==> config.mk <==
export PLATFORM = sky130hd
export DESIGN_NAME = rv64ie_front
export DESIGN_NICKNAME = d
export VERILOG_FILES = /design/src/sv/rv64ie_pkg.sv /design/src/sv/rv64ie_front.sv
export SDC_FILE = /design/constraint.sdc
export NUM_CORES = 1
export LEC_CHECK = 0
export BUFFER_PORTS_ARGS = -buffer_cell sky130_fd_sc_hd__buf_2
export CELL_PAD_IN_SITES_DETAIL_PLACEMENT = 2
export CELL_PAD_IN_SITES_GLOBAL_PLACEMENT = 2
export CORE_UTILIZATION = 14
export DETAILED_ROUTE_END_ITERATION = 12
export PLACE_DENSITY_LB_ADDON = 0.1
export SLEW_MARGIN = 15
export SYNTH_ARGS = -nofsm -noshare
export SYNTH_HDL_FRONTEND = slang
export SYNTH_SLANG_ARGS = --single-unit
==> constraint.sdc <==
create_clock -name vclk -period 2.16
set_input_delay 0.108 -clock vclk [all_inputs]
set_output_delay 0.108 -clock vclk [all_outputs]
set_load 0.02 [all_outputs]
==> src/sv/rv64ie_pkg.sv <==
// shared types, constants and helpers for the rv64im instruction executor
package rv64ie_pkg;

  localparam int XLEN     = 64;
  localparam int NUM_REGS = 32;
  localparam int NUM_CSRS = 4;
  localparam int QDEPTH   = 2;

  localparam logic [63:0] RESET_PC    = 64'h0000_0000_8000_0000;
  localparam logic [63:0] ECALL_CAUSE = 64'd11;
  localparam logic [4:0]  REG_A0      = 5'd10;

  // item codes on the input channel
  localparam logic ITEM_EXEC      = 1'b0;
  localparam logic ITEM_LOAD_DATA = 1'b1;

  // major opcodes
  localparam logic [6:0] OPC_LUI    = 7'h37;
  localparam logic [6:0] OPC_AUIPC  = 7'h17;
  localparam logic [6:0] OPC_JAL    = 7'h6f;
  localparam logic [6:0] OPC_JALR   = 7'h67;
  localparam logic [6:0] OPC_BRANCH = 7'h63;
  localparam logic [6:0] OPC_LOAD   = 7'h03;
  localparam logic [6:0] OPC_STORE  = 7'h23;
  localparam logic [6:0] OPC_OPIMM  = 7'h13;
  localparam logic [6:0] OPC_OPIMMW = 7'h1b;
  localparam logic [6:0] OPC_OP     = 7'h33;
  localparam logic [6:0] OPC_OPW    = 7'h3b;
  localparam logic [6:0] OPC_SYSTEM = 7'h73;

  localparam logic [6:0] F7_BASE = 7'h00;
  localparam logic [6:0] F7_ALT  = 7'h20;
  localparam logic [6:0] F7_MULDIV = 7'h01;
  localparam logic [5:0] F6_SRL  = 6'h00;
  localparam logic [5:0] F6_SRA  = 6'h10;

  localparam logic [31:0] INS_ECALL  = 32'h0000_0073;
  localparam logic [31:0] INS_EBREAK = 32'h0010_0073;
  localparam logic [31:0] INS_MRET   = 32'h3020_0073;

  // csr addresses and their storage slots
  localparam logic [11:0] CSR_ADDR_MTVEC   = 12'h305;
  localparam logic [11:0] CSR_ADDR_MEPC    = 12'h341;
  localparam logic [11:0] CSR_ADDR_MSTATUS = 12'h300;
  localparam logic [11:0] CSR_ADDR_MCAUSE  = 12'h342;
  localparam logic [1:0]  SLOT_MCAUSE  = 2'd0;
  localparam logic [1:0]  SLOT_MSTATUS = 2'd1;
  localparam logic [1:0]  SLOT_MEPC    = 2'd2;
  localparam logic [1:0]  SLOT_MTVEC   = 2'd3;

  typedef enum logic [2:0] {
    RK_RETIRED   = 3'd0,
    RK_LOAD_REQ  = 3'd1,
    RK_STORE_REQ = 3'd2,
    RK_HALT      = 3'd3,
    RK_ILLEGAL   = 3'd4,
    RK_BAD_DATA  = 3'd5
  } result_kind_t;

  typedef enum logic [4:0] {
    CL_LUI, CL_AUIPC, CL_JAL, CL_JALR, CL_BRANCH, CL_LOAD, CL_STORE,
    CL_OPIMM, CL_OPIMMW, CL_OP, CL_OPW, CL_MULDIV, CL_ECALL, CL_MRET,
    CL_EBREAK, CL_CSR, CL_ILLEGAL, CL_LOAD_DATA
  } cls_t;

  typedef enum logic [2:0] {
    MD_MUL, MD_MULH, MD_MULHSU, MD_MULHU, MD_DIV, MD_DIVU, MD_REM, MD_REMU
  } md_op_t;

  // one classified transaction as it travels through the queue
  typedef struct packed {
    cls_t        cls;
    logic [2:0]  f3;
    logic        alt;
    logic        word;
    logic [4:0]  rd;
    logic [4:0]  rs1;
    logic [4:0]  rs2;
    logic [1:0]  csr_slot;
    logic [63:0] imm;
    logic [63:0] load_data;
  } dec_t;

  typedef struct packed {
    logic        start;
    md_op_t      op;
    logic        word;
    logic [63:0] a;
    logic [63:0] b;
  } md_req_t;

  typedef struct packed {
    logic        done;
    logic [63:0] result;
  } md_rsp_t;

  function automatic logic [63:0] sext32(input logic [31:0] v);
    return {{32{v[31]}}, v};
  endfunction

endpackage

==> src/sv/rv64ie_front.sv <==
// front end: takes input transactions and classifies instructions
module rv64ie_front (
  input  logic               in_valid,
  output logic               in_ready,
  input  logic               opcode,
  input  logic [31:0]        instruction_word,
  input  logic [63:0]        load_data,
  input  logic               q_full,
  output logic               q_push,
  output rv64ie_pkg::dec_t   q_data
);
  import rv64ie_pkg::*;

  logic [31:0] ins;
  logic [6:0]  opc;
  logic [6:0]  f7;
  logic [2:0]  f3;
  logic [63:0] imm_i, imm_s, imm_b, imm_j, imm_u;
  logic        csr_ok;
  logic [1:0]  slot;

  assign in_ready = !q_full;
  assign q_push   = in_valid && !q_full;

  assign ins = instruction_word;
  assign opc = ins[6:0];
  assign f3  = ins[14:12];
  assign f7  = ins[31:25];

  // immediate formats
  assign imm_i = {{52{ins[31]}}, ins[31:20]};
  assign imm_s = {{52{ins[31]}}, ins[31:25], ins[11:7]};
  assign imm_b = {{51{ins[31]}}, ins[31], ins[7], ins[30:25], ins[11:8], 1'b0};
  assign imm_j = {{43{ins[31]}}, ins[31], ins[19:12], ins[20], ins[30:21], 1'b0};
  assign imm_u = {{32{ins[31]}}, ins[31:12], 12'b0};

  // csr address lookup
  always_comb begin
    csr_ok = 1'b1;
    slot   = SLOT_MCAUSE;
    case (ins[31:20])
      CSR_ADDR_MTVEC:   slot = SLOT_MTVEC;
      CSR_ADDR_MEPC:    slot = SLOT_MEPC;
      CSR_ADDR_MSTATUS: slot = SLOT_MSTATUS;
      CSR_ADDR_MCAUSE:  slot = SLOT_MCAUSE;
      default:          csr_ok = 1'b0;
    endcase
  end

  // classification
  always_comb begin
    q_data           = '0;
    q_data.f3        = f3;
    q_data.rd        = ins[11:7];
    q_data.rs1       = ins[19:15];
    q_data.rs2       = ins[24:20];
    q_data.csr_slot  = slot;
    q_data.imm       = imm_i;
    q_data.load_data = load_data;
    q_data.cls       = CL_ILLEGAL;
    if (opcode == ITEM_LOAD_DATA) begin
      q_data.cls = CL_LOAD_DATA;
    end else begin
      case (opc)
        OPC_LUI: begin
          q_data.cls = CL_LUI;
          q_data.imm = imm_u;
        end
        OPC_AUIPC: begin
          q_data.cls = CL_AUIPC;
          q_data.imm = imm_u;
        end
        OPC_JAL: begin
          q_data.cls = CL_JAL;
          q_data.imm = imm_j;
        end
        OPC_JALR: begin
          if (f3 == 3'd0) q_data.cls = CL_JALR;
        end
        OPC_BRANCH: begin
          q_data.imm = imm_b;
          if (f3 != 3'd2 && f3 != 3'd3) q_data.cls = CL_BRANCH;
        end
        OPC_LOAD: begin
          if (f3 != 3'd7) q_data.cls = CL_LOAD;
        end
        OPC_STORE: begin
          q_data.imm = imm_s;
          if (!f3[2]) q_data.cls = CL_STORE;
        end
        OPC_OPIMM: begin
          q_data.alt = (f3 == 3'd5) && ins[30];
          if (f3 == 3'd1) begin
            if (ins[31:26] == F6_SRL) q_data.cls = CL_OPIMM;
          end else if (f3 == 3'd5) begin
            if (ins[31:26] == F6_SRL || ins[31:26] == F6_SRA) q_data.cls = CL_OPIMM;
          end else begin
            q_data.cls = CL_OPIMM;
          end
        end
        OPC_OPIMMW: begin
          q_data.alt  = (f3 == 3'd5) && ins[30];
          q_data.word = 1'b1;
          if (f3 == 3'd0 || (f3 == 3'd1 && f7 == F7_BASE) ||
              (f3 == 3'd5 && (f7 == F7_BASE || f7 == F7_ALT))) begin
            q_data.cls = CL_OPIMMW;
          end
        end
        OPC_OP: begin
          q_data.alt = ins[30];
          if (f7 == F7_BASE || (f7 == F7_ALT && (f3 == 3'd0 || f3 == 3'd5))) begin
            q_data.cls = CL_OP;
          end else if (f7 == F7_MULDIV) begin
            q_data.cls = CL_MULDIV;
          end
        end
        OPC_OPW: begin
          q_data.alt  = ins[30];
          q_data.word = 1'b1;
          if ((f7 == F7_BASE && (f3 == 3'd0 || f3 == 3'd1 || f3 == 3'd5)) ||
              (f7 == F7_ALT && (f3 == 3'd0 || f3 == 3'd5))) begin
            q_data.cls = CL_OPW;
          end else if (f7 == F7_MULDIV && (f3 == 3'd0 || f3[2])) begin
            q_data.cls = CL_MULDIV;
          end
        end
        OPC_SYSTEM: begin
          if (f3 == 3'd0) begin
            if (ins == INS_EBREAK) begin
              q_data.cls = CL_EBREAK;
              q_data.rs2 = REG_A0;
            end else if (ins == INS_ECALL) begin
              q_data.cls = CL_ECALL;
            end else if (ins == INS_MRET) begin
              q_data.cls = CL_MRET;
            end
          end else if (f3 != 3'd4 && csr_ok) begin
            q_data.cls = CL_CSR;
          end
        end
        default: q_data.cls = CL_ILLEGAL;
      endcase
    end
  end

endmodule

# [Word-level counts from Yosys, hierarchy flattened]
# Index checks and enable logic that the tools add are counted.
[classes] n_eq_ne=28 muxes=31 reduce_logical=28
[op_table] operator="$pmux 31 s4" count=1
[op_table] operator="$mux 5" count=23
[op_table] operator="$pmux 5 s12" count=1
[op_table] operator="$eq 12x10->1 const B" count=4
[op_table] operator="$eq 7x6->1 const B" count=5
[op_table] operator="$eq 32x21->1 const B" count=1
[op_table] operator="$eq 32x30->1 const B" count=1
[op_table] operator="$eq 32x7->1 const B" count=1
[op_table] operator="$mux 31" count=1
[op_table] operator="$eq 7x7->1 const B" count=4
[op_table] operator="$eq 7x5->1 const B" count=3
[op_table] operator="$logic_or 1x1->1" count=10
[op_table] operator="$logic_and 1x1->1" count=9
[op_table] operator="$reduce_or 2->1" count=4
[op_table] operator="$eq 7x1->1 const B" count=1
[op_table] operator="$eq 7x2->1 const B" count=1
[op_table] operator="$logic_not 7->1" count=1
[op_table] operator="$eq 6x5->1 const B" count=1
[op_table] operator="$logic_not 6->1" count=1
[op_table] operator="$ne 3x2->1 const B" count=2
[op_table] operator="$ne 3x3->1 const B" count=2
[op_table] operator="$pmux 2 s3" count=1
[op_table] operator="$reduce_or 4->1" count=1
[op_table] operator="$eq 3x1->1 const B" count=1
[op_table] operator="other kinds (6)" count=7
[totals] output_inout_bits=157 word_cells=87 regBits=0 in_bits=99

# [Longest topological paths before layout]
[depth] word_depth=8 mapped_depth=8

# [Least setup slack after synthesis]
# No wires, ideal clock.
[synth_timing] path_kind="input -> output" from="input instruction_word[26]" to="output q_data[154] (netlist bit)" required_ns=2.052 cell_stages=7 arrival_time_ns=1.984 slack_ns=0.068 n_path_buf=2 cell_sequence="buf_6 > or3_4 > buf_6 > o31ai_4 > o221ai_1 > or4b_1 > or3_1"
[synth_rtl] element="from (decl)" line_no="rv64ie_front.sv:6" source="input logic [31:0] instruction_word,"
[synth_rtl] element="to (decl)" line_no="rv64ie_front.sv:10" source="output rv64ie_pkg::dec_t q_data"

==> metrics.cfg <==
[die]
start_util_pct = 14.6
die_area_um2 = 15200
ios = 256
coreArea_um2 = 14100
die_width_um = 123
die_h_um = 123
rows = 43

[worst_setup_path]
criticalPathCategory = in -> out
cp_slowest_cell = or4b_1
cpMostUsedCell = or3_4
worstPathCellList = buf_2, or3_4, o31ai_4, o221ai_2, or4b_1, or3_4, buf_6
crit_fanout = 4
worst-path-buf-inv = 2
crit_family = simple AND/OR/NAND/NOR gates
cp.arrival_ps = 2020
cp-start-kind = input pin
max_stage_delay_ps = 520
cp.depth = 7
critical_path.startpoint = instruction_word[26]
required_ps = 2050
end_kind = primary output

[final_layout]
nClkBuffers = 0
layout-drive-gt1-share_pct = 53.9
fill_cells = 1741
layout_common_cells = buf_2, buf_4, nand2_1, nor2b_1, nor2_1
n_antenna_cell = 0
fin_cells = 549
finalNetCount = 470
layout_commonest_cell = buf_2
seq_area_um2 = 0
area_delta_synth_final_pct = 21.5
design.seq.count = 0
fin_util_pct = 17.7

[grt]
grt_max_degree = 37
track_usage_pct = 11.9
grt_pass1_vias = 2365
use_met1_pct = 16.1
grt.met2_usage_pct = 20.9
antenna_found_initial = 0
grt_overflow_total = 0
grt_pass1_wl_um = 13900
grt.busiest_layer = met2
grt.met3_usage_pct = 1.48

[logic_synthesis]
synth_compound_area_share_pct = 18.2
synth.avg_cell_area_um2 = 6.49
ys_types = 53
synthAdderAreaFrac_pct = 0.487
synth_area_leader_cell = buf_4
synthTopCellsByArea = buf_4, nand2_1, nor2b_1
yosys.area_share.simple_pct = 33.6
yosys.area_share.xor_xnor_pct = 1.70
synth_top_family_by_area = buffers and inverters
yosysTopAreaCellShare_pct = 40.1
yosysSeqAreaShare_pct = 0
syn_inst = 317
yosysWarnings = 0
syn-num-nets = 416
syn_area_um2 = 2060
synthMuxAreaShare_pct = 0

[power_and_ir_drop]
finalPower_uw = 491
total_leakage_power_uw = 0.00119
power_per_cell_area_nw_per_um2 = 196
ir_worst_vdd_uv = 34.5

[placed_design]
place.gp.congestion = 0.768
hpwlAfterDp_um = 8200
port_buffers = 128
post-place-cells = 548

[route]
routed_wire_length_per_instance_um = 17.3
via_per_inst = 4.23
ant_nets = 0
remaining_drc_errors = 0
totalWireLength_um = 9510
first_pass_iters = 4
drt_iter0_markers = 41
via_count = 2322

[hold_path]
hold_path_class = in -> out
hold_path_depth = 0
hold_start = load_data[20]

[sta]
period_needed_ps = 2130
worst_hold_slack_ps = 216
hold_viol_final = 0
setup_tns_ps = 0
clock.fmax_mhz = 470
setup_viol = 0
maxSlewHeadroom_pct = 66.9
finalCritPeriodShare_pct = 98.4
tightest_slew_ps = 489
slew_violations = 0

[job]
cap_violations = 0

[outcome]
status = finished clean

[clocking]
hold_buffers = 0

[path summary, 6_finish.rpt]
kind           to  slack (ps)
max   q_data[154]          30
min    q_data[20]         220
[repair_timing]
| item | in CTS | in global routing |
|---|---|---|
| gates resized for setup | 2 | 15 |
| pin swaps | 3 | 3 |
| buffers inserted | 0 | 1 |
| endpoints found under the setup margin | 1 | 16 |
[through the flow]
step,setup slack [ps],cell area (um2)
floorplan,67.9,2060
global placement,-30.7,2420
detailed placement,-19.7,2420
CTS,8.18,2430
global route,-26.2,2500
finish,34.6,2500
[cells by family after synthesis]
kind of cell               after synthesis
buffers and inverters                  138
and+or+nand+nor                        123
AOI/OAI and AO/OA                       51
xor gates and xnor gates                 4
adders and majority gates                1
[layout make-up]
| cell class | count | area, um2 | share of cell area [%] |
|---|---|---|---|
| multi-input cells | 179 | 1170 | 46.8 |
| well taps | 180 | 225 | 9.01 |
| inverters | 7 | 26.3 | 1.05 |
| repair buffers | 183 | 1080 | 43.1 |
[cells in the mapped netlist (2+ instances only)]
master / count
clkbuf_1: 19
xnor2_1: 2
nand4b_1: 2
nand2b_1: 4
nor4_1: 9
a22o_1: 5
nand3_1: 7
nand2_1: 35
o31ai_1: 4
a21oi_1: 8
inv_1: 6
nor2_1: 12
nor3_1: 6
o21ai_0: 3
and2_1: 2
a31oi_1: 3
nor4b_1: 3
or3_1: 3
xor2_1: 2
and3_1: 8
and3b_1: 2
o21ai_1: 5
nor3b_1: 3
o311a_1: 2
buf_4: 110
nand3b_1: 2
buf_6: 2
nand4_1: 3
o211ai_1: 9
nor2b_1: 13
[layer usage]
layer / vias to the layer above / share of wire, %
met5: - / 0
met4: 0 / 0.042
met3: 2 / 6.3
met2: 115 / 48
met1: 1105 / 45
li1: 1100 / -
[power by group]
part / internal, uW / total (uW) / switching [uW]
registers: 0 / 0 / 0
clock network: 0 / 0 / 0
logic: 186 / 491 / 305
Note: power is estimated with default switching activity, not from simulation.
