$ cat src/sv/rv64ie_pkg.sv
// shared types, constants and helpers for the rv64im instruction executor
package rv64ie_pkg;

  localparam int XLEN     = 64;
  localparam int NUM_REGS = 32;
  localparam int NUM_CSRS = 4;
  localparam int QDEPTH   = 2;

  localparam logic [63:0] RESET_PC    = 64'h0000_0000_8000_0000;
  localparam logic [63:0] ECALL_CAUSE = 64'd11;
  localparam logic [4:0]  REG_A0      = 5'd10;

  // item codes on the input channel
  localparam logic ITEM_EXEC      = 1'b0;
  localparam logic ITEM_LOAD_DATA = 1'b1;

  // major opcodes
  localparam logic [6:0] OPC_LUI    = 7'h37;
  localparam logic [6:0] OPC_AUIPC  = 7'h17;
  localparam logic [6:0] OPC_JAL    = 7'h6f;
  localparam logic [6:0] OPC_JALR   = 7'h67;
  localparam logic [6:0] OPC_BRANCH = 7'h63;
  localparam logic [6:0] OPC_LOAD   = 7'h03;
  localparam logic [6:0] OPC_STORE  = 7'h23;
  localparam logic [6:0] OPC_OPIMM  = 7'h13;
  localparam logic [6:0] OPC_OPIMMW = 7'h1b;
  localparam logic [6:0] OPC_OP     = 7'h33;
  localparam logic [6:0] OPC_OPW    = 7'h3b;
  localparam logic [6:0] OPC_SYSTEM = 7'h73;

  localparam logic [6:0] F7_BASE = 7'h00;
  localparam logic [6:0] F7_ALT  = 7'h20;
  localparam logic [6:0] F7_MULDIV = 7'h01;
  localparam logic [5:0] F6_SRL  = 6'h00;
  localparam logic [5:0] F6_SRA  = 6'h10;

  localparam logic [31:0] INS_ECALL  = 32'h0000_0073;
  localparam logic [31:0] INS_EBREAK = 32'h0010_0073;
  localparam logic [31:0] INS_MRET   = 32'h3020_0073;

  // csr addresses and their storage slots
  localparam logic [11:0] CSR_ADDR_MTVEC   = 12'h305;
  localparam logic [11:0] CSR_ADDR_MEPC    = 12'h341;
  localparam logic [11:0] CSR_ADDR_MSTATUS = 12'h300;
  localparam logic [11:0] CSR_ADDR_MCAUSE  = 12'h342;
  localparam logic [1:0]  SLOT_MCAUSE  = 2'd0;
  localparam logic [1:0]  SLOT_MSTATUS = 2'd1;
  localparam logic [1:0]  SLOT_MEPC    = 2'd2;
  localparam logic [1:0]  SLOT_MTVEC   = 2'd3;

  typedef enum logic [2:0] {
    RK_RETIRED   = 3'd0,
    RK_LOAD_REQ  = 3'd1,
    RK_STORE_REQ = 3'd2,
    RK_HALT      = 3'd3,
    RK_ILLEGAL   = 3'd4,
    RK_BAD_DATA  = 3'd5
  } result_kind_t;

  typedef enum logic [4:0] {
    CL_LUI, CL_AUIPC, CL_JAL, CL_JALR, CL_BRANCH, CL_LOAD, CL_STORE,
    CL_OPIMM, CL_OPIMMW, CL_OP, CL_OPW, CL_MULDIV, CL_ECALL, CL_MRET,
    CL_EBREAK, CL_CSR, CL_ILLEGAL, CL_LOAD_DATA
  } cls_t;

  typedef enum logic [2:0] {
    MD_MUL, MD_MULH, MD_MULHSU, MD_MULHU, MD_DIV, MD_DIVU, MD_REM, MD_REMU
  } md_op_t;

  // one classified transaction as it travels through the queue
  typedef struct packed {
    cls_t        cls;
    logic [2:0]  f3;
    logic        alt;
    logic        word;
    logic [4:0]  rd;
    logic [4:0]  rs1;
    logic [4:0]  rs2;
    logic [1:0]  csr_slot;
    logic [63:0] imm;
    logic [63:0] load_data;
  } dec_t;

  typedef struct packed {
    logic        start;
    md_op_t      op;
    logic        word;
    logic [63:0] a;
    logic [63:0] b;
  } md_req_t;

  typedef struct packed {
    logic        done;
    logic [63:0] result;
  } md_rsp_t;

  function automatic logic [63:0] sext32(input logic [31:0] v);
    return {{32{v[31]}}, v};
  endfunction

endpackage

$ cat src/sv/rv64ie_queue.sv
// small fifo of classified transactions between front and back
module rv64ie_queue #(
  parameter int DEPTH = rv64ie_pkg::QDEPTH
) (
  input  logic             clk,
  input  logic             rst,
  input  logic             push,
  input  rv64ie_pkg::dec_t push_data,
  output logic             full,
  input  logic             pop,
  output logic             not_empty,
  output rv64ie_pkg::dec_t head
);
  import rv64ie_pkg::*;

  localparam int PW = (DEPTH > 1) ? $clog2(DEPTH) : 1;
  localparam int CW = $clog2(DEPTH + 1);

  dec_t          entries [DEPTH];
  logic [PW-1:0] wr_ptr;
  logic [PW-1:0] rd_ptr;
  logic [CW-1:0] count;

  assign full      = (count == CW'(DEPTH));
  assign not_empty = (count != '0);
  assign head      = entries[rd_ptr];

  // pointers and fill level
  always_ff @(posedge clk) begin
    if (rst) begin
      wr_ptr <= '0;
      rd_ptr <= '0;
      count  <= '0;
    end else begin
      if (push) wr_ptr <= (wr_ptr == PW'(DEPTH - 1)) ? '0 : wr_ptr + 1'b1;
      if (pop)  rd_ptr <= (rd_ptr == PW'(DEPTH - 1)) ? '0 : rd_ptr + 1'b1;
      if (push && !pop)      count <= count + 1'b1;
      else if (pop && !push) count <= count - 1'b1;
    end
  end

  // entry storage
  always_ff @(posedge clk) begin
    if (push) entries[wr_ptr] <= push_data;
  end

endmodule

$ cat config.mk
export PLATFORM = sky130hd
export DESIGN_NAME = rv64ie_queue
export DESIGN_NICKNAME = d
export VERILOG_FILES = /design/src/sv/rv64ie_pkg.sv /design/src/sv/rv64ie_queue.sv
export SDC_FILE = /design/constraint.sdc
export NUM_CORES = 1
export LEC_CHECK = 0
export ABC_AREA = 1
export BUFFER_PORTS_ARGS = -buffer_cell sky130_fd_sc_hd__buf_2
export CORE_MARGIN = 4
export CORE_UTILIZATION = 30
export CTS_CLUSTER_SIZE = 16
export DETAILED_ROUTE_END_ITERATION = 12
export SLEW_MARGIN = 25
export SYNTH_ARGS = -nofsm -noshare
export SYNTH_HDL_FRONTEND = slang
export SYNTH_SLANG_ARGS = --single-unit
$ cat constraint.sdc
create_clock -name clk -period 11.1 [get_ports clk]
set_input_delay 0.555 -clock clk [delete_from_list [all_inputs] [get_ports clk]]
set_output_delay 0.555 -clock clk [all_outputs]
set_load 0.05 [all_outputs]
# Word-level counts from Yosys, hierarchy flattened
# Memory sizes are Yosys's and may differ from the RTL's. A register that Yosys moved wholly into a read port is not among the register bits.
# Index checks and enable logic that the tools add are counted.
[totals]
ramBits = 310
mem_count = 1
reg_bits = 4
out_inout_bits = 157
[memory_table]
columns = ["memory", "words", "width", "read_ports", "rd_clocked_by_memory_dff", "write_ports", "line_no", "source"]
rows = [
  ["entries", 2, 155, 1, 1, 1, "rv64ie_queue.sv:19", "dec_t entries [DEPTH];"],
]
[classes]
n_eq_ne = 1
mux = 8
add_sub_neg = 4
reduce_logical = 6
[op_table]
columns = ["operator", "count"]
rows = [
  ["$mux W1", 6],
  ["$mux W2", 2],
  ["$reduce_bool A2 Y1", 2],
  ["$add A1 B1 Y1 const B", 2],
  ["$add A2 B1 Y2 const B", 1],
  ["$eq A2 B2 Y1 const B", 1],
  ["$logic_and A1 B1 Y1", 2],
  ["$logic_not A1 Y1", 2],
  ["$sub A2 B1 Y2 const B", 1],
]

# Depth between registers and ports, before layout
# Gate-level depths: netlist (run 1).
[depth]
word_depth = 4
depth_mapped = 8

# Worst setup path after synthesis (run 1)
# OpenSTA, ideal clock, no wires.
[synth_path]
path_type = "input -> register"
startpoint = "input push"
endpoint = "memory entries[0][0] (netlist name), enable pin"
cell_stages = 2
arrival_ps = 7075
path_buffers = 0
t_required_ps = 10424
path_slack_ps = 3349
cell_sequence = "inv_1 nor2_1"
[synth_between]
elab_chain_len = 2
[synth_rtl]
columns = ["element", "line_no", "source"]
rows = [
  ["from (decl)", "rv64ie_queue.sv:7", "input logic push,"],
  ["$mux W1", "rv64ie_queue.sv:44", "if (push) entries[wr_ptr] <= push_data;"],
  ["$mux W1 (implied by the code)", "rv64ie_queue.sv:44", ""],
  ["to (decl)", "rv64ie_queue.sv:19", ""],
]
# Every way passes these cells.

==> results of run 1 <==
-- Yosys cell counts (all sizes together) --
cell    instances  area [µm²]
edfxtp        310        9310
mux2          155        1750
clkbuf         12         165
inv             9        33.8
nand2           6        22.5
nor2            6        22.5
buf             5        56.3
dfxtp           5         100
a21oi           1        5.00
ha              1        12.5
nand3           1        5.00
nand4           1        6.26
nor3            1        5.00
o21ai           1        5.00
xnor2           1        8.76
-- layer usage --
layer  wire (µm)  up-vias  part of all wire, %  GRT usage [%]
met3        2350       39                   10           4.78
met4         583        4                  2.5           4.17
met2       11400      207                   49           17.9
li1            -     2721                    -              -
met1        8910     2870                   38           12.4
met5          25        -                 0.11              0
-- logic make-up (layout without fill, tap and decap cells) --
| logic type | count (synthesis) | count (layout) | share of synthesized area (%) |
|---|---|---|---|
| AOI/OAI and AO/OA | 2 | 2 | 0.0869 |
| xor gates and xnor gates | 1 | 1 | 0.0762 |
| adders and majority gates | 1 | 1 | 0.109 |
| buffers and inverters | 26 | 391 | 2.22 |
| DFF | 315 | 315 | 81.8 |
| muxes | 155 | 155 | 15.2 |
| and+or+nand+nor | 15 | 15 | 0.533 |
-- state kept, by name, summed over array words and instances, names as in the netlist, named ones only --
name / count
count: 2
entries: 310
rd_ptr: 1
wr_ptr: 1
-- power groups by stage --
stage	clock, mW	sequential, mW	combinational, mW
2_1_floorplan	0	1.42	0.344
3_3_place_gp	0	1.42	0.446
3_5_place_dp	0	1.42	0.448
4_1_cts	1.20	1.40	0.450
5_1_grt	1.25	1.40	0.466
6_report	1.16	1.39	0.442
-- path summary, 6_finish.rpt --
kind / endpoint / cells after the start / start / slack [ps]
worst min register to register: register / 2 / rd_ptr / 520
worst max register to register: entries[0][108] / 3 / wr_ptr / 8620
worst min-delay path: entries[0][65] / 1 / push_data[65] / 220
worst max-delay path: head[137] / 3 / register / 7860
-- stage by stage --
| stage | utilization (%) | hold WS (ps) | cells |
|---|---|---|---|
| floorplan | - | 480 | 515 |
| global placement | 35.9 | 495 | 1330 |
| detailed placement | 35.9 | 499 | 1330 |
| CTS | 39.0 | 169 | 1391 |
| global route | 39.0 | 178 | 1391 |
| finish | 39.0 | 218 | 1391 |
-- final cells by class --
type	count	area (µm²)	area share, %
timing repair buffer	321	1620	11.0
sequential	315	9410	63.9
clock inverter	17	188	1.27
clock buffer	44	982	6.67
multi-input combinational	174	1850	12.5
inverter	9	38.8	0.263
tap	511	639	4.34
==> results.yml, run 1 <==
global_routing:
  grt_pass1_wl_mm: 34.8
  grtUsageTotal_pct: 10.8
  antenna_found_initial: 2
  grt.overflow.total: 0
  grt_start_max_net_pins: 99
  grt_pass1_vias: 6167
place:
  dpl_worst_slack_ps: 8180
  finalWeightedCongestion: 0.699
  io_buffers: 315
  dpl_cell_area_mm2: 0.0136
  hpwl_mm: 15.5
pwr:
  comb_power_share_pct: 14.8
  clkPwrFrac_pct: 38.6
  leakage_nw: 5.46
  ir_drop_uv: 133
  p_sw_share_pct: 25.9
  finalPower_mw: 2.99
  switchingPower_mw: 0.774
  p_per_area_mw_per_mm2: 203
  internal_power_mw: 2.22
  seqPwrFrac_pct: 46.6
worst_setup_path:
  slowest_stage: "buf_4"
  path_cells: "buf_4 > mux2_2 > buf_2"
  arrival_ps: 2680
  endpoint_kind: "output port"
  cp_top_family: "buffers and inverters"
  critPathLaunchType: "register"
  max_stage_delay_ps: 770
  critPathBufInv: 2
  criticalPathCategory: "reg -> out"
  cp.required_ps: 10550
  path_max_fanout: 71
die:
  die_w_um: 204
  fp.coreArea_mm2: 0.0378
  rows: 71
  die_area_mm2: 0.0415
  num_io_pins: 316
  start_util_pct: 30.5
  die_height_um: 204
drt:
  dr.pass1.iters: 4
  post_drt_wl_per_cell_um: 16.7
  ant_nets: 0
  dr.first_iter.drc_count: 221
  drc: 0
  num_vias: 5841
  drt-vias-per-instance: 4.20
  wl_mm: 23.3
synth:
  ys_ff_latch: 315
  ys_types: 15
  yosysWarningCount: 0
  synth_area_mm2: 0.0115
  postSynthAreaPerCell_um2: 22.3
  yosysSeqAreaShare_pct: 81.8
  synth_nets: 675
  synthCells: 515
final_layout:
  fillCellCount: 3511
  drive_gt1_share_pct: 60.3
  final_net_count: 1016
  final_cell_mix: "buf_2, edfxtp_1, mux2_2"
  antennaDiodeCount: 0
  layout_commonest_cell: "buf_2"
  syn_to_final_growth_pct: 28.0
  stdcell_area_mm2: 0.0147
timing:
  timing.final.ws_setup_ps: 7860
  fin_worst_skew_ps: 13.1
  slew-limit-headroom_pct: 32.5
  slew_violations: 0
  setup_tns_ps: 0
  post-route-min-period_ps: 3240
  fmax_mhz: 309
  worstMarginPinSlew_ps: 1010
  finalSetupViolCount: 0
  finalHoldViolCount: 0
  finalCritPeriodShare_pct: 29.1
  rsz0062_at_grt: "false"
min_path:
  hold_class: "in -> reg"
clock_network:
  cts.sinks: 315
  root_buffer: "clkbuf_16"
  cts_resized: 0
  clock_path_buffers: 3
  cts_tree: "built"
  cts_setup_buffers: 0
  htreeDepth: 2
  clkLatencyLatePin_ps: 510
  cts_made_buffers: 35
  cts_hold_buf: 0
  clk_pin_slew_ps: 60
outcome:
  status: "finished, final reports clean"
flow_run:
  cap_violations: 0
No activity file was read; power rests on OpenSTA's default activity.
==> inputs of run 2 (changes only) <==
- clock period: 11.1 -> 2.65 ns (I/O delays scaled with it)
==> run 2 against run 1 <==
Non-clock buffer count is 166 higher. Sequential power grew to 4.2 times the previous value. Sequential cell count stayed put. Final area is 12% higher. Count of clock-buffer cells in the layout stayed put. Hold slack better by 110 ps. Power grew to 4.2 times the previous value. Sequential share of layout area is 6.6 points lower. First-iteration DRC count is 16% higher. Die area stayed put. Critical path type unchanged. Largest power group unchanged.
==> results.yml, run 2 (synthesis gave the netlist of run 1 again) <==
drt:
  num_vias: 6514
  ant_nets: 0
  wl_mm: 25.6
  dr.first_iter.drc_count: 257
  drt-vias-per-instance: 4.18
  post_drt_wl_per_cell_um: 16.5
  dr.pass1.iters: 4
  drc: 0
outcome:
  status: "finished, final reports clean"
worst_setup_path:
  regToRegSetupSlack_ps: 1240
  arrival_ps: 2040
  path_max_fanout: 49
  endpoint_kind: "output port"
  criticalPathCategory: "reg -> out"
  critPathLaunchType: "register"
  cp.required_ps: 2520
final_layout:
  largest_register_ff_count: 310
  final_net_count: 1183
  final_cell_mix: "buf_2, edfxtp_1, dlygate4sd3_1"
  syn_to_final_growth_pct: 42.9
  utilization_pct: 43.5
  layout_commonest_cell: "buf_2"
  regMostFlops: "entries"
  top_regs: "entries x310, count x2"
  drive_gt1_share_pct: 51.5
  stdcell_count: 1557
timing:
  finalCritPeriodShare_pct: 82.1
  slew-limit-headroom_pct: 66.1
  post-route-min-period_ps: 2170
  fin_worst_skew_ps: 10.7
  timing.hold.ws_ps: 330
  timing.final.ws_setup_ps: 475
  finalSetupViolCount: 0
  worstMarginPinSlew_ps: 508
  slew_violations: 0
  rsz0062_at_grt: "false"
  finalHoldViolCount: 0
  fmax_mhz: 460
min_path:
  hold_class: "in -> reg"
pwr:
  finalPower_mw: 12.7
  leakage_nw: 6.16
  p_per_area_mw_per_mm2: 774
  ir_drop_uv: 557
global_routing:
  grt_pass1_vias: 7158
  busiest_layer: "met2"
  antenna_found_initial: 2
  gr-usage-met2_pct: 20.3
  grtUsageTotal_pct: 12.1
  grt_start_max_net_pins: 83
  grtUsageMet1_pct: 14.2
  use_met3_pct: 3.89
  grt.overflow.total: 0
  grt_pass1_wl_mm: 39.4
clock_network:
  cts_resized: 0
  cts_tree: "built"
  cts_hold_buf: 159
  cts_made_buffers: 36
  htreeDepth: 2
  clock_path_buffers: 3
  clkLatencyLatePin_ps: 520
  cts.sinks: 315
  cts_setup_buffers: 0
  root_buffer: "clkbuf_16"
  clk_pin_slew_ps: 60
die:
  start_util_pct: 30.5
  rows: 71
  die_area_mm2: 0.0415
  fp.coreArea_mm2: 0.0378
  die_w_um: 204
  die_height_um: 204
  num_io_pins: 316
place:
  dp_cells: 1337
  finalWeightedCongestion: 0.715
  io_buffers: 315
  hpwl_mm: 16.1
  dpl_worst_slack_ps: 971
flow_run:
  cap_violations: 0
==> run 2: changes by cell type in the layout (fill, tap and decap cells not counted), sizes merged <==
cell / previous run / this run
dlygate4sd3: 0 / 159
diode: 0 / 1
buf: 321 / 328
clkinv: 11 / 9
clkinvlp: 2 / 3
==> run 2: report_power, final <==
group | total [mW] | internal [mW] | switching, mW | leakage, nW
clock | 4.78 | 2.93 | 1.85 | 0.554
combinational | 2.09 | 0.692 | 1.40 | 2.66
sequential | 5.84 | 5.77 | 0.0686 | 2.95
total | 12.7 | 9.40 | 3.32 | 6.16
==> run 2: layer usage <==
| layer | vias to the layer above | routed length (µm) |
|---|---|---|
| li1 | 3048 | - |
| met1 | 3182 | 10300 |
| met2 | 223 | 12500 |
| met3 | 59 | 1930 |
| met4 | 2 | 913 |
| met5 | - | 8 |
==> run 2: worst paths after layout <==
path              depth (start not counted)     startpoint              to
hold / removal                            2  push_data[54]  entries[1][54]
setup reg to reg                          3         wr_ptr  entries[1][50]
setup / recovery                          3       register        head[82]
hold reg to reg                           2         rd_ptr          rd_ptr
==> run 2: worst max-delay path, stage by stage (launching register included) <==
cell     delay (ps)
dfxtp_4         560
buf_12          290
mux2_2          390
buf_2           210
==> run 2: stage by stage <==
| step | instance area (µm²) | TNS (ps) |
|---|---|---|
| finish | 16400 | 0 |
| global route | 16400 | 0 |
| CTS | 16400 | 0 |
| detailed placement | 13700 | 0 |
| global placement | 13700 | 0 |
| floorplan | 11500 | -126870 |
==> run 2: area by class of cell <==
class / count / area, µm²
clock buffers: 44 / 952
repair buffers: 487 / 3350
well taps: 511 / 639
inverters: 9 / 37.5
multi-input cells: 174 / 1850
flip-flops and latches: 315 / 9410
clock inverters: 16 / 185
fillers: 3326 / 21300
diodes: 1 / 2.50
