[src/sv/rv64ie_pkg.sv]
// shared types, constants and helpers for the rv64im instruction executor
package rv64ie_pkg;

  localparam int XLEN     = 64;
  localparam int NUM_REGS = 32;
  localparam int NUM_CSRS = 4;
  localparam int QDEPTH   = 2;

  localparam logic [63:0] RESET_PC    = 64'h0000_0000_8000_0000;
  localparam logic [63:0] ECALL_CAUSE = 64'd11;
  localparam logic [4:0]  REG_A0      = 5'd10;

  // item codes on the input channel
  localparam logic ITEM_EXEC      = 1'b0;
  localparam logic ITEM_LOAD_DATA = 1'b1;

  // major opcodes
  localparam logic [6:0] OPC_LUI    = 7'h37;
  localparam logic [6:0] OPC_AUIPC  = 7'h17;
  localparam logic [6:0] OPC_JAL    = 7'h6f;
  localparam logic [6:0] OPC_JALR   = 7'h67;
  localparam logic [6:0] OPC_BRANCH = 7'h63;
  localparam logic [6:0] OPC_LOAD   = 7'h03;
  localparam logic [6:0] OPC_STORE  = 7'h23;
  localparam logic [6:0] OPC_OPIMM  = 7'h13;
  localparam logic [6:0] OPC_OPIMMW = 7'h1b;
  localparam logic [6:0] OPC_OP     = 7'h33;
  localparam logic [6:0] OPC_OPW    = 7'h3b;
  localparam logic [6:0] OPC_SYSTEM = 7'h73;

  localparam logic [6:0] F7_BASE = 7'h00;
  localparam logic [6:0] F7_ALT  = 7'h20;
  localparam logic [6:0] F7_MULDIV = 7'h01;
  localparam logic [5:0] F6_SRL  = 6'h00;
  localparam logic [5:0] F6_SRA  = 6'h10;

  localparam logic [31:0] INS_ECALL  = 32'h0000_0073;
  localparam logic [31:0] INS_EBREAK = 32'h0010_0073;
  localparam logic [31:0] INS_MRET   = 32'h3020_0073;

  // csr addresses and their storage slots
  localparam logic [11:0] CSR_ADDR_MTVEC   = 12'h305;
  localparam logic [11:0] CSR_ADDR_MEPC    = 12'h341;
  localparam logic [11:0] CSR_ADDR_MSTATUS = 12'h300;
  localparam logic [11:0] CSR_ADDR_MCAUSE  = 12'h342;
  localparam logic [1:0]  SLOT_MCAUSE  = 2'd0;
  localparam logic [1:0]  SLOT_MSTATUS = 2'd1;
  localparam logic [1:0]  SLOT_MEPC    = 2'd2;
  localparam logic [1:0]  SLOT_MTVEC   = 2'd3;

  typedef enum logic [2:0] {
    RK_RETIRED   = 3'd0,
    RK_LOAD_REQ  = 3'd1,
    RK_STORE_REQ = 3'd2,
    RK_HALT      = 3'd3,
    RK_ILLEGAL   = 3'd4,
    RK_BAD_DATA  = 3'd5
  } result_kind_t;

  typedef enum logic [4:0] {
    CL_LUI, CL_AUIPC, CL_JAL, CL_JALR, CL_BRANCH, CL_LOAD, CL_STORE,
    CL_OPIMM, CL_OPIMMW, CL_OP, CL_OPW, CL_MULDIV, CL_ECALL, CL_MRET,
    CL_EBREAK, CL_CSR, CL_ILLEGAL, CL_LOAD_DATA
  } cls_t;

  typedef enum logic [2:0] {
    MD_MUL, MD_MULH, MD_MULHSU, MD_MULHU, MD_DIV, MD_DIVU, MD_REM, MD_REMU
  } md_op_t;

  // one classified transaction as it travels through the queue
  typedef struct packed {
    cls_t        cls;
    logic [2:0]  f3;
    logic        alt;
    logic        word;
    logic [4:0]  rd;
    logic [4:0]  rs1;
    logic [4:0]  rs2;
    logic [1:0]  csr_slot;
    logic [63:0] imm;
    logic [63:0] load_data;
  } dec_t;

  typedef struct packed {
    logic        start;
    md_op_t      op;
    logic        word;
    logic [63:0] a;
    logic [63:0] b;
  } md_req_t;

  typedef struct packed {
    logic        done;
    logic [63:0] result;
  } md_rsp_t;

  function automatic logic [63:0] sext32(input logic [31:0] v);
    return {{32{v[31]}}, v};
  endfunction

endpackage

[src/sv/rv64ie_muldiv.sv]
// multi-cycle multiplier (32x32 partial products) and radix-2 divider
module rv64ie_muldiv (
  input  logic                clk,
  input  logic                rst,
  input  rv64ie_pkg::md_req_t req,
  output rv64ie_pkg::md_rsp_t rsp
);
  import rv64ie_pkg::*;

  typedef enum logic [2:0] {S_IDLE, S_MUL, S_MULFIX, S_DIV, S_DIVFIX} md_state_t;

  md_state_t    state;
  md_op_t       op;
  logic [63:0]  xa, xb;
  logic         sa, sb;
  logic [2:0]   step;
  logic [1:0]   pstep;
  logic [63:0]  prod;
  logic [127:0] acc;
  logic [63:0]  quo, rem, dvs, ea_keep;
  logic         qneg, rneg, bzero;
  logic [5:0]   cnt;

  logic         div_signed;
  logic [63:0]  ea, eb, ua, ub;
  logic [31:0]  pa, pb;
  logic [127:0] prod_sh;
  logic [64:0]  rs, rdiff;
  logic [63:0]  hi;

  // division operand preparation
  assign div_signed = !req.op[0];
  assign ea = req.word ? (div_signed ? sext32(req.a[31:0]) : {32'b0, req.a[31:0]}) : req.a;
  assign eb = req.word ? (div_signed ? sext32(req.b[31:0]) : {32'b0, req.b[31:0]}) : req.b;
  assign ua = (div_signed && ea[63]) ? (64'd0 - ea) : ea;
  assign ub = (div_signed && eb[63]) ? (64'd0 - eb) : eb;

  // partial product selection
  assign pa = step[1] ? xa[63:32] : xa[31:0];
  assign pb = step[0] ? xb[63:32] : xb[31:0];

  always_comb begin
    case (pstep)
      2'd0:    prod_sh = {64'b0, prod};
      2'd3:    prod_sh = {prod, 64'b0};
      default: prod_sh = {32'b0, prod, 32'b0};
    endcase
  end

  // restoring division step
  assign rs    = {rem, quo[63]};
  assign rdiff = rs - {1'b0, dvs};
  assign hi    = acc[127:64];

  always_ff @(posedge clk) begin
    if (rst) begin
      state    <= S_IDLE;
      rsp.done <= 1'b0;
    end else begin
      // done pulses for one cycle after either fix-up state
      rsp.done <= (state == S_MULFIX) || (state == S_DIVFIX);
      case (state)
        S_IDLE: begin
          if (req.start) begin
            op      <= req.op;
            xa      <= req.a;
            xb      <= req.b;
            sa      <= req.a[63];
            sb      <= req.b[63];
            acc     <= '0;
            step    <= '0;
            quo     <= ua;
            rem     <= '0;
            dvs     <= ub;
            cnt     <= '0;
            ea_keep <= ea;
            bzero   <= (eb == 64'd0);
            qneg    <= div_signed && (ea[63] ^ eb[63]);
            rneg    <= div_signed && ea[63];
            state   <= req.op[2] ? S_DIV : S_MUL;
          end
        end
        S_MUL: begin
          // one partial product per cycle, registered in prod and then added into acc
          if (step != 3'd4) prod <= pa * pb;
          if (step != 3'd0) acc <= acc + prod_sh;
          pstep <= step[1:0];
          step  <= step + 3'd1;
          if (step == 3'd4) state <= S_MULFIX;
        end
        S_MULFIX: begin
          case (op)
            MD_MULH:   rsp.result <= hi - (sa ? xb : 64'd0) - (sb ? xa : 64'd0);
            MD_MULHSU: rsp.result <= hi - (sa ? xb : 64'd0);
            MD_MULHU:  rsp.result <= hi;
            default:   rsp.result <= acc[63:0];
          endcase
          state <= S_IDLE;
        end
        S_DIV: begin
          if (!rdiff[64]) begin
            rem <= rdiff[63:0];
            quo <= {quo[62:0], 1'b1};
          end else begin
            rem <= rs[63:0];
            quo <= {quo[62:0], 1'b0};
          end
          cnt <= cnt + 6'd1;
          if (cnt == 6'd63) state <= S_DIVFIX;
        end
        S_DIVFIX: begin
          if (op[1]) begin
            rsp.result <= bzero ? ea_keep : (rneg ? (64'd0 - rem) : rem);
          end else begin
            rsp.result <= bzero ? '1 : (qneg ? (64'd0 - quo) : quo);
          end
          state <= S_IDLE;
        end
        default: state <= S_IDLE;
      endcase
    end
  end

endmodule

[config.mk]
export PLATFORM = sky130hd
export DESIGN_NAME = rv64ie_muldiv
export DESIGN_NICKNAME = d
export VERILOG_FILES = /design/src/sv/rv64ie_pkg.sv /design/src/sv/rv64ie_muldiv.sv
export SDC_FILE = /design/constraint.sdc
export NUM_CORES = 2
export LEC_CHECK = 0
export BUFFER_PORTS_ARGS = -buffer_cell sky130_fd_sc_hd__buf_2
export CAP_MARGIN = 20
export CORE_MARGIN = 2
export CORE_UTILIZATION = 30
export DETAILED_ROUTE_END_ITERATION = 12
export HOLD_SLACK_MARGIN = 0.06
export MAX_ROUTING_LAYER = met4
export PLACE_DENSITY = 0.55
export SLEW_MARGIN = 25
export SYNTH_ARGS = -nofsm -noshare
export SYNTH_HDL_FRONTEND = slang
export SYNTH_SLANG_ARGS = --single-unit
[constraint.sdc]
create_clock -name clk -period 12.6 [get_ports clk]
set_input_delay 0.63 -clock clk [delete_from_list [all_inputs] [get_ports clk]]
set_output_delay 0.63 -clock clk [all_outputs]
set_load 0.1 [all_outputs]
# Yosys cells after proc, flatten, opt, wreduce, memory -nomap -nowiden
# Cells that the tools add are included.
[classes] n_addsub=10 n_mul=1 n_div=0 order_cmp=0 eq_ne=15 n_shift=0 n_mux=36 bitwise_logic=2 n_reduce_logical=20
[ops] operator="64-bit two-way mux" count=16
[ops] operator="128-bit case mux with 2 select lines" count=2
[ops] operator="64-bit case mux with 2 select lines" count=3
[ops] operator="128-bit two-way mux" count=2
[ops] operator="1-bit by 64-bit subtractor with 64-bit output, first input constant" count=4
[ops] operator="64-bit case mux with 3 select lines" count=1
[ops] operator="128-bit adder" count=1
[ops] operator="64-bit subtractor" count=2
[ops] operator="65-bit by 64-bit subtractor with 65-bit output" count=1
[ops] operator="64-bit zero test" count=1
[ops] operator="32-bit by 32-bit multiplier with 64-bit output" count=1
[ops] operator="32-bit two-way mux" count=2
[ops] operator="3-bit AND reduction" count=5
[ops] operator="3-bit by 2-bit == test with 1-bit output, second input constant" count=4
[ops] operator="3-bit two-way mux" count=4
[ops] operator="6-bit case mux with 2 select lines" count=1
[ops] operator="3-bit case mux with 3 select lines" count=1
[ops] operator="2-bit inequality test, second input constant" count=4
[ops] operator="6-bit by 1-bit adder with 6-bit output, second input constant" count=1
[ops] operator="3-bit by 1-bit == test with 1-bit output, second input constant" count=2
[ops] operator="3-bit == test, second input constant" count=2
[ops] operator="6-bit == test, second input constant" count=1
[ops] operator="6-bit two-way mux" count=1
[ops] operator="3-bit case mux with 2 select lines" count=1
[ops] operator="other kinds (16)" count=21
[totals] ff_bits=663 latch_bits=0 ramBits=0 mem_bits_ro=0 inputBits=135 output_inout_bits=65 wordCells=104 mem_count=0

# Longest topological paths before layout
[depth] word_depth=6 depth_mapped=34 ltp_nobuf=30

# Worst setup path after synthesis
# No wires, ideal clock.
[synth_timing] kind="input to register" start="input rst" end="register cnt[0], enable pin" setup_ns=0.655 t_arrival_ns=10.008 required_ns=11.945 setup_slack_ns=1.936 stages=4 path_buffers=1 path_cell_list="buf_1 -> nor3_1 -> and3b_1 -> o21bai_1"
[synth_via] elab_chain_cells=2
[synth_lines] element="start, declared" line="rv64ie_muldiv.sv:4" source="input logic rst,"
[synth_lines] element="1-bit inverter (no line)"
[synth_lines] element="3-bit AND reduction (no line)"
[synth_lines] element="end signal, assigned" line="rv64ie_muldiv.sv:108" source="cnt <= cnt + 6'd1;"
[synth_lines] element="end, declared" line="rv64ie_muldiv.sv:22" source="logic [5:0] cnt;"
# Every way passes these cells.
# A chain may end at the register's enable or synchronous reset.

# Worst setup path in the final report
[layout_timing] start="register step[1]" end="register prod[60] (data pin)"
[layout_via] elab_chain_cells=2
[layout_lines] element="start, declared" line="rv64ie_muldiv.sv:16" source="logic [2:0] step;"
[layout_lines] element="start signal, assigned" line="rv64ie_muldiv.sv:88" source="step <= step + 3'd1;"
[layout_lines] element="32-bit two-way mux" line="rv64ie_muldiv.sv:39" source="assign pa = step[1] ? xa[63:32] : xa[31:0];"
[layout_lines] element="32-bit by 32-bit multiplier with 64-bit output" line="rv64ie_muldiv.sv:85" source="if (step != 3'd4) prod <= pa * pb;"
[layout_lines] element="end signal, assigned" line="rv64ie_muldiv.sv:85"
[layout_lines] element="end, declared" line="rv64ie_muldiv.sv:18" source="logic [63:0] prod;"
# Every way passes these cells.

==> summary.md <==
For the worst setup path, the data required time is 13070 ps. The pre-antenna-repair detailed-routing pass consisted of 7 iterations. The Yosys step of the flow raised 0 warnings.

Counting flops with a built-in enable in the synthesized netlist gives 624. The mean instance size in the synthesized netlist is 8.60 sq um. Max-cap violations in this run came to 0. Along the worst path, the maximum fanout reaches 26.

200 I/O pins were placed. Kind of start point of the critical path: a flop. The die covers 0.289 sq mm.

The share of synthesized flip-flops with an asynchronous set or reset came out at 0. The largest area contributor in the synthesized netlist is sky130_fd_sc_hd__edfxtp_1. The number of vias per cell after detailed routing was 5.64; the largest net degree at the start of global routing was 148.

The synthesized net count was 11600. The clock root buffer is sky130_fd_sc_hd__clkbuf_16. STA classifies the critical path endpoint as a flop.

After global routing the overflow that remains totals 0. The final number of max-transition violations was 0. The synthesized flop and latch total was 628; the x dimension of the die was 538 microns.

The logs give 0 for the count of final setup violators and 9176 for the count of routing violations after the opening detailed-route iteration. Setup repair after global routing left no endpoint under its margin. The final hold violation count was 0; the post-CTS clock slew at the launch and capture registers of the worst setup and hold paths was 60 ps. Ranked by instance count, the synthesized netlist is headed by 1277 x sky130_fd_sc_hd__nand2_1, 1121 x sky130_fd_sc_hd__nor2_1, 1082 x sky130_fd_sc_hd__inv_1, 900 x sky130_fd_sc_hd__fa_1, 624 x sky130_fd_sc_hd__edfxtp_1.

Yosys mapped the design onto 94 distinct sky130hd cell types. TritonCTS built the clock tree. Fraction of final layout cells sized beyond drive strength 1: 0.0719. Initial antenna violation count: 48.

The type of the most critical hold path is primary input to flop. TritonCTS created 81 clock buffers. The clock passes through at most 3 buffers.

The transition time at the pin with the least slew margin was 1300 ps. In the final routed layout, each cell accounts on average for 29.4 microns. For the number of global-route vias before repair, the log shows 72900. The clock arrives with 44.9 ps of skew.

The height of the chip was 538 microns. The flow ran to the end, and the final reports show no timing, DRC or antenna violations. In the post-synthesis netlist, the cell with the most instances is sky130_fd_sc_hd__nand2_1. Detailed routing inserted a total of 77100 vias. The final critical-path share of the clock period came out at 0.820. For the worst-skew pair, the clock arrives at the later sink with an insertion delay of 760 ps.

For the site row count, the log shows 195. Clock tree synthesis found a total of 628 sinks. Once the clock tree was built, the resizer swapped 0 gates to a different size. The first global-routing pass estimated 560000 microns of wire.

The area of the core region is 0.283 sq mm, and the setup TNS is 0 ps. The sum of routed wire length over all layers was 402000 microns; the residual antenna-violating net count after detailed routing was 0. The top-area cell type share of the netlist area is 0.219, and the global-route total usage across every layer is 0.280. The cell count after synthesis came out at 9944. Buffers added to address setup during post-CTS repair amount to 0. For the sequential cell area fraction in the yosys report, the log shows 0.220.

Routability-driven placement finished with a final weighted congestion of 1.07. In this run the tool buffered the top-level ports with 199 buffer cells. The number of H-tree levels came out at 3. The run gives 0.302 as the starting density of the core.

For the finished layout, the period the worst path requires is 10340 ps. The area growth from synthesis to layout was 9.53%; the headroom to the max-slew limit was 0.125. Sorting the synthesized cells by area gives the leading types as sky130_fd_sc_hd__edfxtp_1 22%, sky130_fd_sc_hd__fa_1 21%, sky130_fd_sc_hd__ha_1 8.6%. The critical path is of the flop to flop type. In the routed design, unresolved DRC markers number 0. The post-synthesis instance area is 0.0855 sq mm, and the half-perimeter wire length after placement is 327000 microns. In the synthesized netlist the dominant register cell turns out to be sky130_fd_sc_hd__edfxtp_1. The final layout contains 11500 nets.

The highest attainable clock frequency is 0.0967 GHz, and the data arrival time at the worst-slack endpoint is 10810 ps.
## layer usage
metal / share of wire / track usage
met1: 0.42 / 0.372
met2: 0.42 / 0.400
met3: 0.10 / 0.0664
met4: 0.057 / 0.129
met5: 0 / -
## cells by family (layout without fill, tap and decap cells)
kind of cell / count (synthesis) / after routing / share of synthesized area
other: 0 / 23 / 0
AO/OA/AOI/OAI: 2129 / 2129 / 0.157
buffers and inverters: 1622 / 1587 / 0.0717
adder cells (fa/ha/maj): 1489 / 1489 / 0.297
XOR/XNOR: 565 / 565 / 0.0579
AND/OR/NAND/NOR: 3302 / 3302 / 0.171
flip-flops: 628 / 628 / 0.220
multiplexers: 209 / 209 / 0.0255
## cell type report
cell class | count | area (sq um)
Clock buffer | 93 | 2110
Clock inverter | 57 | 646
Timing Repair Buffer | 353 | 2250
Fill cell | 29700 | 189000
Inverter | 1084 | 4070
Sequential cell | 628 | 18800
Antenna cell | 23 | 57.6
Tap cell | 3743 | 4680
Multi-Input combinational cell | 7694 | 61000
## placed cells by master, fill, tap and decap left out, drive strengths merged, types with 132 or more instances in the layout
master  Yosys  routed
mux2i     141     141
ha        589     589
edfxtp    624     624
inv      1083    1092
nor3      132     132
nand2    1277    1277
xnor2     337     337
buf        55     350
fa        900     900
o21ai     528     528
nand4     148     148
a21o      224     224
a21oi     613     613
nor2     1122    1122
xor2      228     228
## registers in the layout, indices dropped and copies added (netlist names), 2 cells and up
| register | cells |
|---|---|
| xb | 64 |
| rem | 64 |
| state | 3 |
| ea_keep | 32 |
| xa | 64 |
| dvs | 63 |
| op | 3 |
| rsp | 65 |
| prod | 64 |
| quo | 64 |
| acc | 128 |
| step | 3 |
| cnt | 6 |
| pstep | 2 |
## metrics by stage
| stage | utilization | setup slack [ps] | cell area [sq um] | hold slack (ps) | instances |
|---|---|---|---|---|---|
| 2_1_floorplan | - | 1940 | 85500 | 455 | 9944 |
| 3_5_place_dp | 0.321 | 2440 | 90700 | 594 | 13500 |
| 4_1_cts | 0.331 | 2370 | 93500 | 60.4 | 13700 |
| 3_3_place_gp | 0.321 | 2600 | 90700 | 591 | 13500 |
| 5_1_grt | 0.331 | 1910 | 93600 | 82.8 | 13700 |
| 6_report | 0.331 | 2260 | 93600 | 104 | 13700 |
## worst max-delay path, stage by stage (launching register included)
cell	delay, ps
sky130_fd_sc_hd__edfxtp_1	960
sky130_fd_sc_hd__buf_4	560
sky130_fd_sc_hd__mux2i_2	710
sky130_fd_sc_hd__buf_4	360
sky130_fd_sc_hd__nor2_1	90
sky130_fd_sc_hd__fa_1	570
sky130_fd_sc_hd__inv_1	50
sky130_fd_sc_hd__fa_1	490
sky130_fd_sc_hd__fa_1	520
sky130_fd_sc_hd__fa_1	520
sky130_fd_sc_hd__inv_1	60
sky130_fd_sc_hd__fa_1	570
sky130_fd_sc_hd__fa_1	440
sky130_fd_sc_hd__fa_1	530
sky130_fd_sc_hd__fa_1	420
sky130_fd_sc_hd__ha_1	470
sky130_fd_sc_hd__nand4_1	210
sky130_fd_sc_hd__or4b_2	640
sky130_fd_sc_hd__o21ai_0	550
sky130_fd_sc_hd__a31o_2	350
sky130_fd_sc_hd__a31oi_1	220
sky130_fd_sc_hd__o311ai_0	410
sky130_fd_sc_hd__a21oi_1	140
sky130_fd_sc_hd__xnor2_1	150
## final timing paths
| path | startpoint | end | slack, ps | cells past startpoint |
|---|---|---|---|---|
| setup reg to reg | step[1] | prod[60] | 2260 | 23 |
| setup / recovery | step[1] | prod[60] | 2260 | 23 |
| hold / removal | req[111] | xa[47] | 100 | 1 |
| hold reg to reg | state[1] | state[1] | 620 | 2 |
## timing repair
| item | 4_1_cts | 5_1_grt |
|---|---|---|
| hold endpoints to repair | 3 | 0 |
| endpoints found under the setup margin | 0 | 0 |
| hold buffers | 3 | 0 |
Power is left out: the tool's default activity adds up to more than one toggle a clock period on the data nets, which glitch-free logic cannot reach.
